**config.mk**
```make
export PLATFORM = sky130hd
export DESIGN_NAME = nca_cell
export DESIGN_NICKNAME = d
export VERILOG_FILES = /design/src/hdl/nca_pkg.sv /design/src/hdl/nca_cell.sv
export SDC_FILE = /design/constraint.sdc
export NUM_CORES = 1
export LEC_CHECK = 0
export CAP_MARGIN = 10
export CORE_UTILIZATION = 62
export DETAILED_ROUTE_END_ITERATION = 16
export DONT_BUFFER_PORTS = 1
export GPL_TIMING_DRIVEN = 0
export PLACE_DENSITY = 0.76
export SYNTH_ARGS = -nofsm -noshare
export SYNTH_HDL_FRONTEND = slang
export SYNTH_SLANG_ARGS = --single-unit
```
**constraint.sdc**
```tcl
create_clock -name i_clk -period 6.9 [get_ports i_clk]
set_input_delay 0.345 -clock i_clk [delete_from_list [all_inputs] [get_ports i_clk]]
set_output_delay 0.345 -clock i_clk [all_outputs]
set_load 0.01 [all_outputs]
```
**src/hdl/nca_pkg.sv**
```systemverilog
package nca_pkg;

    // Defaults for the top-level parameters
    localparam int NUM_SLOTS_DEF  = 8;
    localparam int DIM_DEF        = 3;
    localparam int COORD_BITS_DEF = 16;

    // Fixed field widths of the channels
    localparam int SLOT_W  = 3;
    localparam int DIMI_W  = 2;
    localparam int COORD_W = 16;
    localparam int IDENT_W = 16;
    localparam int PIDX_W  = 32;
    localparam int CFG_W   = 4;

    // Distance accumulator, saturating at its all-ones value
    localparam int                ACC_W   = 36;
    localparam logic [ACC_W-1:0]  ACC_MAX = '1;

    // Candidate count after reset
    localparam logic [CFG_W-1:0] NUM_CAND_RST = 4'd8;

    // Beat kinds
    localparam logic MODE_LOAD  = 1'b0;
    localparam logic MODE_POINT = 1'b1;

    // Accepted input beat as seen by every cell
    typedef struct packed {
        logic               load;
        logic               point;
        logic [SLOT_W-1:0]  slot;
        logic [DIMI_W-1:0]  dim;
        logic [IDENT_W-1:0] ident;
    } t_beat;

    // Running best candidate handed along the chain of cells
    typedef struct packed {
        logic               vld;
        logic               found;
        logic [ACC_W-1:0]   sq_dist;
        logic [SLOT_W-1:0]  slot;
        logic [IDENT_W-1:0] ident;
    } t_tok;

endpackage

```
**src/hdl/nca_cell.sv**
```systemverilog
module nca_cell #(
    parameter int CELL_IDX   = 0,
    parameter int DIM        = nca_pkg::DIM_DEF,
    parameter int COORD_BITS = nca_pkg::COORD_BITS_DEF
) (
    input  logic                         i_clk,
    input  logic                         i_rst_n,
    input  nca_pkg::t_beat               i_beat,
    input  logic signed [COORD_BITS-1:0] i_coord,
    input  logic [nca_pkg::CFG_W-1:0]    i_num_cand,
    input  logic                         i_adv,
    input  nca_pkg::t_tok                i_tok,
    output nca_pkg::t_tok                o_tok
);

    localparam int MAG_W = COORD_BITS + 1;
    localparam int SQ_W  = 2 * MAG_W;

    // Centre held by this slot
    logic signed [COORD_BITS-1:0]    r_coord [DIM];
    logic [nca_pkg::IDENT_W-1:0]     r_ident;

    logic signed [COORD_BITS-1:0]    w_csel;
    logic                            w_hit;
    logic signed [MAG_W-1:0]         w_diff;
    logic [MAG_W-1:0]                w_mag;
    logic [MAG_W-1:0]                r_mag;
    logic                            r_a_vld;
    logic [SQ_W-1:0]                 w_sq;
    logic [nca_pkg::ACC_W-1:0]       w_sq_sat;
    logic [nca_pkg::ACC_W-1:0]       r_sq;
    logic                            r_b_vld;
    logic [nca_pkg::ACC_W:0]         w_sum;
    logic [nca_pkg::ACC_W-1:0]       r_acc;
    logic                            w_in_search;
    logic                            w_take;
    nca_pkg::t_tok                   n_tok;
    nca_pkg::t_tok                   r_tok;

    // Load beats addressed to this slot write the id and, when in range, one coordinate.
    always_ff @(posedge i_clk) begin
        if (i_beat.load && (int'(i_beat.slot) == CELL_IDX)) begin
            r_ident <= i_beat.ident;
            for (int j = 0; j < DIM; j++) begin
                if (int'(i_beat.dim) == j) begin
                    r_coord[j] <= i_coord;
                end
            end
        end
    end

    // Select the stored coordinate named by the beat.
    always_comb begin
        w_csel = '0;
        w_hit  = 1'b0;
        for (int j = 0; j < DIM; j++) begin
            if (int'(i_beat.dim) == j) begin
                w_csel = r_coord[j];
                w_hit  = 1'b1;
            end
        end
    end

    // First stage: absolute difference.
    assign w_diff = MAG_W'(i_coord) - MAG_W'(w_csel);
    assign w_mag  = w_diff[MAG_W-1] ? MAG_W'(-w_diff) : MAG_W'(w_diff);

    // Second stage: square, saturated to the accumulator width.
    assign w_sq     = SQ_W'(r_mag) * SQ_W'(r_mag);
    assign w_sq_sat = (w_sq > SQ_W'(nca_pkg::ACC_MAX)) ? nca_pkg::ACC_MAX
                                                        : nca_pkg::ACC_W'(w_sq);

    // Third stage: saturating accumulate.
    assign w_sum = {1'b0, r_acc} + {1'b0, r_sq};

    always_ff @(posedge i_clk) begin
        r_mag <= w_mag;
        r_sq  <= w_sq_sat;
    end

    always_ff @(posedge i_clk) begin
        if (!i_rst_n) begin
            r_a_vld <= 1'b0;
            r_b_vld <= 1'b0;
            r_acc   <= '0;
        end else begin
            r_a_vld <= i_beat.point && w_hit;
            r_b_vld <= r_a_vld;
            if (i_adv && i_tok.vld) begin
                r_acc <= '0;
            end else if (r_b_vld) begin
                r_acc <= w_sum[nca_pkg::ACC_W] ? nca_pkg::ACC_MAX
                                               : w_sum[nca_pkg::ACC_W-1:0];
            end
        end
    end

    // Search step: a candidate cell takes over the running best when none is found yet or when strictly nearer.
    assign w_in_search = (CELL_IDX == 0) || (CELL_IDX < int'(i_num_cand));
    assign w_take      = w_in_search && (!i_tok.found || (r_acc < i_tok.sq_dist));

    always_comb begin
        n_tok = i_tok;
        if (w_take) begin
            n_tok.found   = 1'b1;
            n_tok.sq_dist = r_acc;
            n_tok.slot    = nca_pkg::SLOT_W'(CELL_IDX);
            n_tok.ident   = r_ident;
        end
    end

    always_ff @(posedge i_clk) begin
        if (!i_rst_n) begin
            r_tok <= '0;
        end else if (i_adv) begin
            r_tok <= n_tok;
        end
    end

    assign o_tok = r_tok;

endmodule
```
* Word level (Yosys, flattened, before mapping)
Memory sizes are Yosys's and may differ from the RTL's.
Cells that the tools add are included.
** Word-level totals
- Bits of input ports :: 103
- Bits in registers :: 164
- Word-level logic and storage cells :: 57
- Memories :: 1
- Output and inout bits :: 57
- RAM bits :: 48
** Cells by class
- $mul :: 1
- Mux-type cells :: 24
- Add/sub/neg operators :: 3
- Reduce and logical (&&, ||, !) cells :: 10
- Bitwise logic cells :: 1
- Magnitude comparators :: 2
- Eq/ne operators :: 2
** Memory list
- r_coord :: depth 3, width 16, rd ports 3, clocked after memory_dff 0, wr ports 1, line nca_cell.sv:20 : logic signed [COORD_BITS-1:0] r_coord [DIM];
** Operators with widths (number)
- 2-to-1 mux 16 bit :: 6
- 2-to-1 mux 36 bit :: 2
- 2-to-1 mux 56 bit :: 1
- adder 36 x 36 -> 37 bit :: 1
- less-than comparator 36 bit :: 1
- greater-than comparator 34 bit, second input constant :: 1
- multiplier 17 x 17 -> 34 bit :: 1
- OR reduction 16 bit :: 2
- negator 17 bit :: 1
- subtractor 16 x 16 -> 17 bit :: 1
- 2-to-1 mux 1 bit :: 13
- equality test 2 bit, second input constant :: 2
- 2-to-1 mux 2 bit :: 2
- logical AND 1 bit :: 3
- zero test 3 bit :: 1
- zero test 2 bit :: 1
- OR reduction 2 bit :: 1
- zero test 1 bit :: 1
- logical OR 1 bit :: 1
- NOT 1 bit :: 1

* Logic depth before layout (Yosys ltp)
Gate-level depths: netlist of the first run.
- Depth after elaboration :: 7
- Mapped depth :: 25
- Depth with buffers taken out :: 25

* Worst setup path before layout of the first run
No wires, ideal clock.
- Path type :: flip-flop to flip-flop
- Start :: reg r_mag[14]
- End :: reg r_sq[30] (netlist bit)
- Path buffers :: 2
- Path slack :: 0.736 ns
- Arrival :: 6.092 ns
- Period minus slack after synthesis :: 6.164 ns
- Required time :: 6.828 ns
- Cell stages (with the launch flop) :: 24
- Setup time :: 0.072 ns
- Cell sequence :: dfxtp_1 clkbuf_1 clkbuf_1 nand2_1 inv_1 fa_1 fa_1 fa_1 fa_1 fa_1 inv_1 fa_1 inv_1 ha_1 a21o_1 a21o_1 a21oi_1 o41ai_1 a31oi_2 a21o_1 a21oi_1 a311o_1 a21oi_1 xnor2_1
** On the way
- Longest elaborated chain between the ends :: 2
** Ends and longest elaborated chain
- start, declared :: line nca_cell.sv:27 : logic [MAG_W-1:0] r_mag;
- start signal, assigned :: line nca_cell.sv:77 : r_mag <= w_mag;
- multiplier 17 x 17 -> 34 bit * :: line nca_cell.sv:69 : assign w_sq = SQ_W'(r_mag) * SQ_W'(r_mag);
- via w_sq[30] :: line nca_cell.sv:29 : logic [SQ_W-1:0] w_sq;
- greater-than comparator 34 bit :: line nca_cell.sv:70 : assign w_sq_sat = (w_sq > SQ_W'(nca_pkg::ACC_MAX)) ? nca_pkg::ACC_MAX
- end signal, assigned :: line nca_cell.sv:78 : r_sq <= w_sq_sat;
- end, declared :: line nca_cell.sv:31 : logic [nca_pkg::ACC_W-1:0] r_sq;
The timed path passes the listed nets; every way through them passes the cells marked *.
A chain may end at the register's enable or synchronous reset.

* Worst setup path after layout of the first run
- Start :: reg r_mag[6]
- End :: reg r_sq[33] (netlist bit)
The elaborated chain is that of the path after synthesis.

==> results of run 1 <==
-- Yosys cell counts (3+ instances only) --
| cell | count |
|---|---|
| o21ai_0 | 121 |
| nor4_1 | 3 |
| nand4_1 | 18 |
| a21oi_1 | 177 |
| buf_4 | 3 |
| or4_1 | 3 |
| o21ai_2 | 3 |
| clkbuf_1 | 64 |
| o211ai_1 | 7 |
| inv_1 | 332 |
| o21bai_1 | 13 |
| xor2_1 | 32 |
| fa_1 | 193 |
| a21o_1 | 47 |
| nor2_1 | 63 |
| nand3_1 | 19 |
| o31ai_1 | 5 |
| ha_1 | 194 |
| a211oi_1 | 3 |
| a21boi_0 | 6 |
| dfxtp_1 | 145 |
| o21a_1 | 11 |
| buf_2 | 5 |
| nand2b_1 | 10 |
| or2_2 | 3 |
| and2_1 | 63 |
| mux2i_1 | 69 |
| nor3_1 | 14 |
| and3_1 | 11 |
| nand2_1 | 132 |
| nor2b_1 | 14 |
| and3b_1 | 3 |
| edfxtp_1 | 64 |
| xnor2_1 | 67 |
| o21ai_1 | 4 |
| a31oi_1 | 12 |
-- final timing paths --
check | slack (ns) | start | cells after the start | end
setup reg to reg | 0.31 | r_mag[6] | 24 | r_sq[33]
hold / removal | 0.03 | i_tok[16] | 2 | o_tok[16]
setup / recovery | 0.31 | r_mag[6] | 24 | r_sq[33]
hold reg to reg | 0.45 | r_a_vld | 1 | r_b_vld
-- stage by stage --
stage | cells | hold WS (ns)
finish | 2441 | 0.0281
global route | 2441 | 0.0455
CTS | 2442 | 0.0214
detailed placement | 2372 | 0.436
global placement | 2370 | 0.435
floorplan | 1980 | 0.401
-- cell type report --
cell class	count	area (um2)	area share, %
multi-input combinational	1365	12300	60.8
clock buffer	30	589	2.91
timing repair buffer	35	353	1.74
inverter	332	1250	6.15
clock inverter	7	65.1	0.321
sequential	209	4850	23.9
buffer	73	344	1.70
tap	390	488	2.41
-- what timing repair did --
action	4_1_cts	5_1_grt
hold endpoints to repair	65	0
endpoints found under the setup margin	2	6
setup buffers	0	0
pin swaps	0	0
hold buffers	33	0
gates resized for setup	8	54
-- kinds of logic (layout without fill, tap and decap cells) --
logic type | count (synthesis) | in the layout | share of synthesized area, %
buffers and inverters | 406 | 477 | 8.31
AOI/OAI and AO/OA | 440 | 440 | 14.0
adders and majority gates | 387 | 387 | 33.7
xor gates and xnor gates | 99 | 99 | 4.64
DFF | 209 | 209 | 25.8
muxes | 70 | 70 | 3.76
and+or+nand+nor | 369 | 369 | 9.80
-- layer usage --
metal | wire, um | vias up | global-route usage (%)
met3 | 2280 | 107 | 4.18
met1 | 17600 | 6986 | 35.3
met4 | 1400 | 0 | 9.09
li1 | - | 6685 | -
met2 | 22500 | 386 | 53.2
met5 | 0 | - | 0
-- state kept, by name, summed over array words and instances, names as in the netlist --
name and count:
r_sq 33, r_mag 17, r_acc 36, r_a_vld 1, o_tok 57, r_coord 48
r_ident 16, r_b_vld 1
-- cell usage in the layout (no fill, tap or decap), drive strengths merged, types with 32 or more instances in the layout --
cell / count
a21o: 47
a21oi: 180
and2: 63
clkbuf: 91
dfxtp: 145
dlygate4sd3: 33
edfxtp: 64
fa: 193
ha: 194
inv: 332
mux2i: 69
nand2: 132
nor2: 64
o21ai: 128
xnor2: 67
xor2: 32
-- worst register-to-register path: stages (launching register included) --
cell      delay [ns]
dfxtp_2         0.49
clkbuf_4        0.30
nand2_1         0.10
fa_1            0.57
inv_1           0.08
fa_1            0.51
inv_1           0.06
fa_1            0.48
inv_1           0.05
fa_1            0.46
fa_1            0.53
inv_1           0.06
fa_1            0.52
inv_1           0.05
ha_1            0.38
a211oi_1        0.26
nand2_1         0.13
nor2_1          0.10
o21ai_0         0.16
nand2_1         0.18
o211ai_1        0.19
a31oi_2         0.31
o211ai_1        0.11
a31oi_1         0.21
xnor2_1         0.19
==> key figures, run 1 <==
Setup path
  • CP delay by family, top: adder cells
  • CP max stage delay: 0.57 ns
  • Most used cell, CP: fa_1
  • Startpoint types: flop
  • Largest fanout on the critical path: 10
  • Worst EP required: 7.29 ns
  • Worst Setup Path Type: flop to flop
  • Critical Path Slowest Stage Cell: fa_1
  • CP arrival: 6.98 ns
  • Cells along the critical path: clkbuf_4, nand2_1, fa_1, inv_1, fa_1, inv_1, fa_1, inv_1, fa_1, fa_1, inv_1, fa_1, inv_1, ha_1, a211oi_1, nand2_1, nor2_1, o21ai_0, nand2_1, o211ai_1, a31oi_2, o211ai_1, a31oi_1, xnor2_1
  • Worst setup EP type: flop
  • Buf/Inv on CP: 6

Floorplan
  • Chip height: 176 um
  • Core area: 29600 um2
  • Cell row count: 63
  • Die Footprint: 30800 um2
  • Top Ports: 160
  • Die W: 176 um
  • Initial Utilization: 63.0%

Synthesis
  • Synth Flop Type: dfxtp_1
  • Syn avg cell area: 9.44 um2
  • Synthesized instance count: 1980
  • Seq cells post-synth: 209
  • Post-synth ARST share: 0%
  • Distinct cells, synth: 72
  • Synth top area share: 20.7%
  • Sequential area share after synthesis: 25.8%
  • Syn. warnings: 0
  • Cell Area, Synth: 18700 um2
  • Synth area leaders: fa_1 21%, dfxtp_1 16%, ha_1 13%, edfxtp_1 10%, inv_1 6.7%
  • Post-synth EDFFs: 64
  • Yosys top cell by area: fa_1
  • Post-synth net total: 2470

Clock tree
  • Clk root buf: clkbuf_16
  • Cts bufs inserted: 21
  • Clock slew at reported path FFs: 0.06 ns
  • Worst-skew pair later-pin latency: 0.49 ns
  • Clock Tree Buf Depth: 3
  • CTS Sinks: 209
  • CTS H-tree lvls: 1
  • CTS tree: done

Status
  • Status: finished clean

Place
  • Placement Cell Area: 19200 um2
  • HPWL Detailed: 34600 um
  • Setup WS pre-CTS: -0.149 ns
  • PortBufs: 0
  • Gp weighted congestion: 0.907

STA
  • Final Hold Fails: 0
  • Final Skew: 0.0107 ns
  • Final worst slack: 0.308 ns
  • Min Tclk post-route: 6.59 ns
  • Final setup viols: 0
  • Post-Route Setup TNS: 0 ns
  • Max Slew Vio Count: 0
  • Slew HR: 40.3%
  • F_max: 152 MHz
  • Tcrit/Tclk final: 95.5%
  • Slew @ Worst Pin: 0.891 ns

Layout
  • Final Cell Area: 20300 um2
  • Ant diodes: 0
  • # nets final: 2527
  • Post-layout util: 68.3%
  • Layout cells sized above 1: 4.73%
  • Fill count: 2398
  • Syn-to-layout area delta: 8.43%

Drt
  • Total wire length: 43700 um
  • Vias per std cell: 5.80
  • Total number of vias: 14.2k
  • Routed Antenna Nets: 0
  • Post-route DRC: 0
  • Iteration-0 DRC Markers: 736
  • DR WL/cell: 17.9 um
  • Router iterations before antenna repair: 5

Run
  • Max cap viols: 0

GRT
  • Vias in the first global route: 15.0k
  • Remaining global-route overflow: 0
  • First-pass GRT wire length: 72400 um
  • Total track usage: 29.2%
  • Antenna violations before repair: 0
  • Largest net degree at the start of global routing: 18

Min path
  • Hold/Removal Path Class: input port to flop
Power of run 1 is not shown: default switching activity piles up to over one toggle a cycle in this logic, so the estimate is an artifact.
==> inputs of run 2 (changes only) <==
--- a/config.mk
+++ b/config.mk
@@ -6,11 +6,11 @@
 export NUM_CORES = 1
 export LEC_CHECK = 0
 export CAP_MARGIN = 10
-export CORE_UTILIZATION = 62
+export CORE_UTILIZATION = 40
 export DETAILED_ROUTE_END_ITERATION = 16
 export DONT_BUFFER_PORTS = 1
 export GPL_TIMING_DRIVEN = 0
-export PLACE_DENSITY = 0.76
+export PLACE_DENSITY = 0.52
 export SYNTH_ARGS = -nofsm -noshare
 export SYNTH_HDL_FRONTEND = slang
 export SYNTH_SLANG_ARGS = --single-unit
==> key figures, run 2 (synthesis results as in run 1) <==
Status
  • Status: finished clean (unchanged)

Clock tree
  • CTS tree: done (unchanged)
  • Worst-skew pair later-pin latency: 0.50 ns (was 0.49 ns)
  • Clk root buf: clkbuf_16 (unchanged)
  • CTS Sinks: 209 (unchanged)
  • Clock slew at reported path FFs: 0.06 ns (about the same)
  • Clock Tree Buf Depth: 3 (unchanged)
  • CTS H-tree lvls: 1 (unchanged)
  • Cts bufs inserted: 21 (unchanged)

Setup path
  • Critical Path Slowest Stage Cell: fa_1 (unchanged)
  • CP max stage delay: 0.58 ns (was 0.57 ns)
  • CP delay by family, top: adder cells (unchanged)
  • Worst Setup Path Type: flop to flop (unchanged)
  • Most used cell, CP: fa_1 (unchanged)
  • CP arrival: 6.99 ns (was 6.98 ns)
  • Cells along the critical path: clkbuf_2, nand2_1, fa_1, inv_1, fa_1, fa_1, fa_1, fa_1, inv_1, fa_1, inv_1, ha_1, and3_1, nand2_1, o41ai_1, a31oi_2, a21o_1, a21oi_1, a31oi_1, o21ai_0, xor2_1 (was clkbuf_4, nand2_1, fa_1, inv_1, fa_1, inv_1, fa_1, inv_1, fa_1, fa_1, inv_1, fa_1, inv_1, ha_1, a211oi_1, nand2_1, nor2_1, o21ai_0, nand2_1, o211ai_1, a31oi_2, o211ai_1, a31oi_1, xnor2_1)
  • Largest fanout on the critical path: 10 (unchanged)
  • Startpoint types: flop (unchanged)
  • Worst setup EP type: flop (unchanged)
  • Worst EP required: 7.33 ns (was 7.29 ns)
  • Buf/Inv on CP: 4 (was 6)

Floorplan
  • Chip height: 218 um (was 176 um)
  • Cell row count: 78 (was 63)
  • Die W: 218 um (was 176 um)
  • Die Footprint: 47600 um2 (was 30800 um2)
  • Top Ports: 160 (unchanged)
  • Core area: 45700 um2 (was 29600 um2)
  • Initial Utilization: 40.9% (was 63.0%)

GRT
  • Total track usage: 19.6% (was 29.2%)
  • First-pass GRT wire length: 73700 um (was 72400 um)
  • Largest net degree at the start of global routing: 18 (unchanged)
  • Remaining global-route overflow: 0 (unchanged)
  • Antenna violations before repair: 2 (was 0)
  • Vias in the first global route: 14.2k (was 15.0k)

Min path
  • Hold/Removal Path Class: input port to flop (unchanged)

STA
  • Min Tclk post-route: 6.56 ns (was 6.59 ns)
  • Post-Route Setup TNS: 0 ns (unchanged)
  • Tcrit/Tclk final: 95.1% (was 95.5%)
  • Hold_ws: 0.0168 ns (was 0.0281 ns)
  • F_max: 152 MHz (about the same)
  • Slew @ Worst Pin: 0.751 ns (was 0.891 ns)
  • Max Slew Vio Count: 0 (unchanged)
  • Final Skew: 0.00612 ns (was 0.0107 ns)
  • Final Hold Fails: 0 (unchanged)
  • Slew HR: 50.0% (was 40.3%)
  • Final setup viols: 0 (unchanged)

Drt
  • Routed Antenna Nets: 0 (unchanged)
  • Total wire length: 46000 um (was 43700 um)
  • Post-route DRC: 0 (unchanged)
  • Vias per std cell: 5.15 (was 5.80)
  • DR WL/cell: 17.3 um (was 17.9 um)
  • Router iterations before antenna repair: 5 (unchanged)
  • Iteration-0 DRC Markers: 615 (was 736)
  • Total number of vias: 13.7k (was 14.2k)

Layout
  • Syn-to-layout area delta: 10.3% (was 8.43%)
  • Post-layout util: 45.1% (was 68.3%)
  • Most common cell after layout, fill and taps aside: inv_1 (unchanged)
  • Fill count: 4472 (was 2398)
  • Layout cells sized above 1: 4.96% (was 4.73%)
  • # nets final: 2531 (was 2527)
  • Most frequent cells in the layout: 332 x inv_1, 194 x ha_1, 193 x fa_1, 177 x a21oi_1, 132 x nand2_1 (unchanged)
  • Max FFs per register: 57 (unchanged)

Place
  • HPWL Detailed: 37400 um (was 34600 um)
  • PortBufs: 0 (unchanged)
  • Gp weighted congestion: 0.849 (was 0.907)

Run
  • Max cap viols: 0 (unchanged)
## run 2: cell types whose count changed in the layout (fill, tap and decap cells not counted), sizes merged
cell,change
buf,+3
clkbuf,-3
dlygate4sd3,+3
clkinv,-2
diode,+2
bufinv,+1
clkinvlp,+1
inv,+1
## run 2: routing by layer
metal  global-route usage (%)  wire, um  vias up
met1                     25.0     19900     6713
met3                     2.87      1860       63
met4                     3.64       862        0
met2                     35.1     23400      211
li1                         -         -     6685
met5                        0         0        -
## run 2: worst paths after layout
check                 start  depth (start not counted)         to  slack (ns)
hold reg to reg     r_a_vld                          1    r_b_vld        0.44
setup / recovery  r_mag[16]                         21   r_sq[32]        0.34
hold / removal    i_tok[17]                          2  o_tok[17]        0.02
setup reg to reg  r_mag[16]                         21   r_sq[32]        0.34
## run 2: worst register-to-register path, delay by kind of cell, from the launching register on
kind                     cells  cell delay [ns]
flip-flops                   1             0.57
AO/OA/AOI/OAI                6             1.24
AND/OR/NAND/NOR              3             0.46
buffers and inverters        4             0.50
XOR/XNOR                     1             0.16
adder cells (fa/ha/maj)      7             3.55
## run 2: area by class of cell
cell class | count | area, um2 | share of cell area (%)
sequential | 209 | 4850 | 23.6
tap | 600 | 751 | 3.64
inverter | 332 | 1250 | 6.05
antenna | 2 | 5.00 | 0.0243
clock inverter | 8 | 95.1 | 0.461
multi-input combinational | 1365 | 12300 | 59.8
clock buffer | 29 | 596 | 2.89
timing repair buffer | 39 | 394 | 1.91
buffer | 73 | 347 | 1.68
## run 2: repair_timing
item | 4_1_cts | 5_1_grt
hold buffers | 36 | 0
buffers inserted | 0 | 1
gates resized for setup | 15 | 49
endpoints found under the hold margin | 67 | 0
endpoints found under the setup margin | 5 | 9
## run 2: per-stage QoR
step | instance area [um2] | cells | worst slack, ns
global route | 20600 | 2655 | -0.00711
global placement | 19400 | 2580 | -0.279
floorplan | 18700 | 1980 | 0.736
detailed placement | 19500 | 2582 | -0.319
CTS | 20500 | 2655 | 0.00525
finish | 20600 | 2657 | 0.341
Power of run 2 is left out for the same reason.
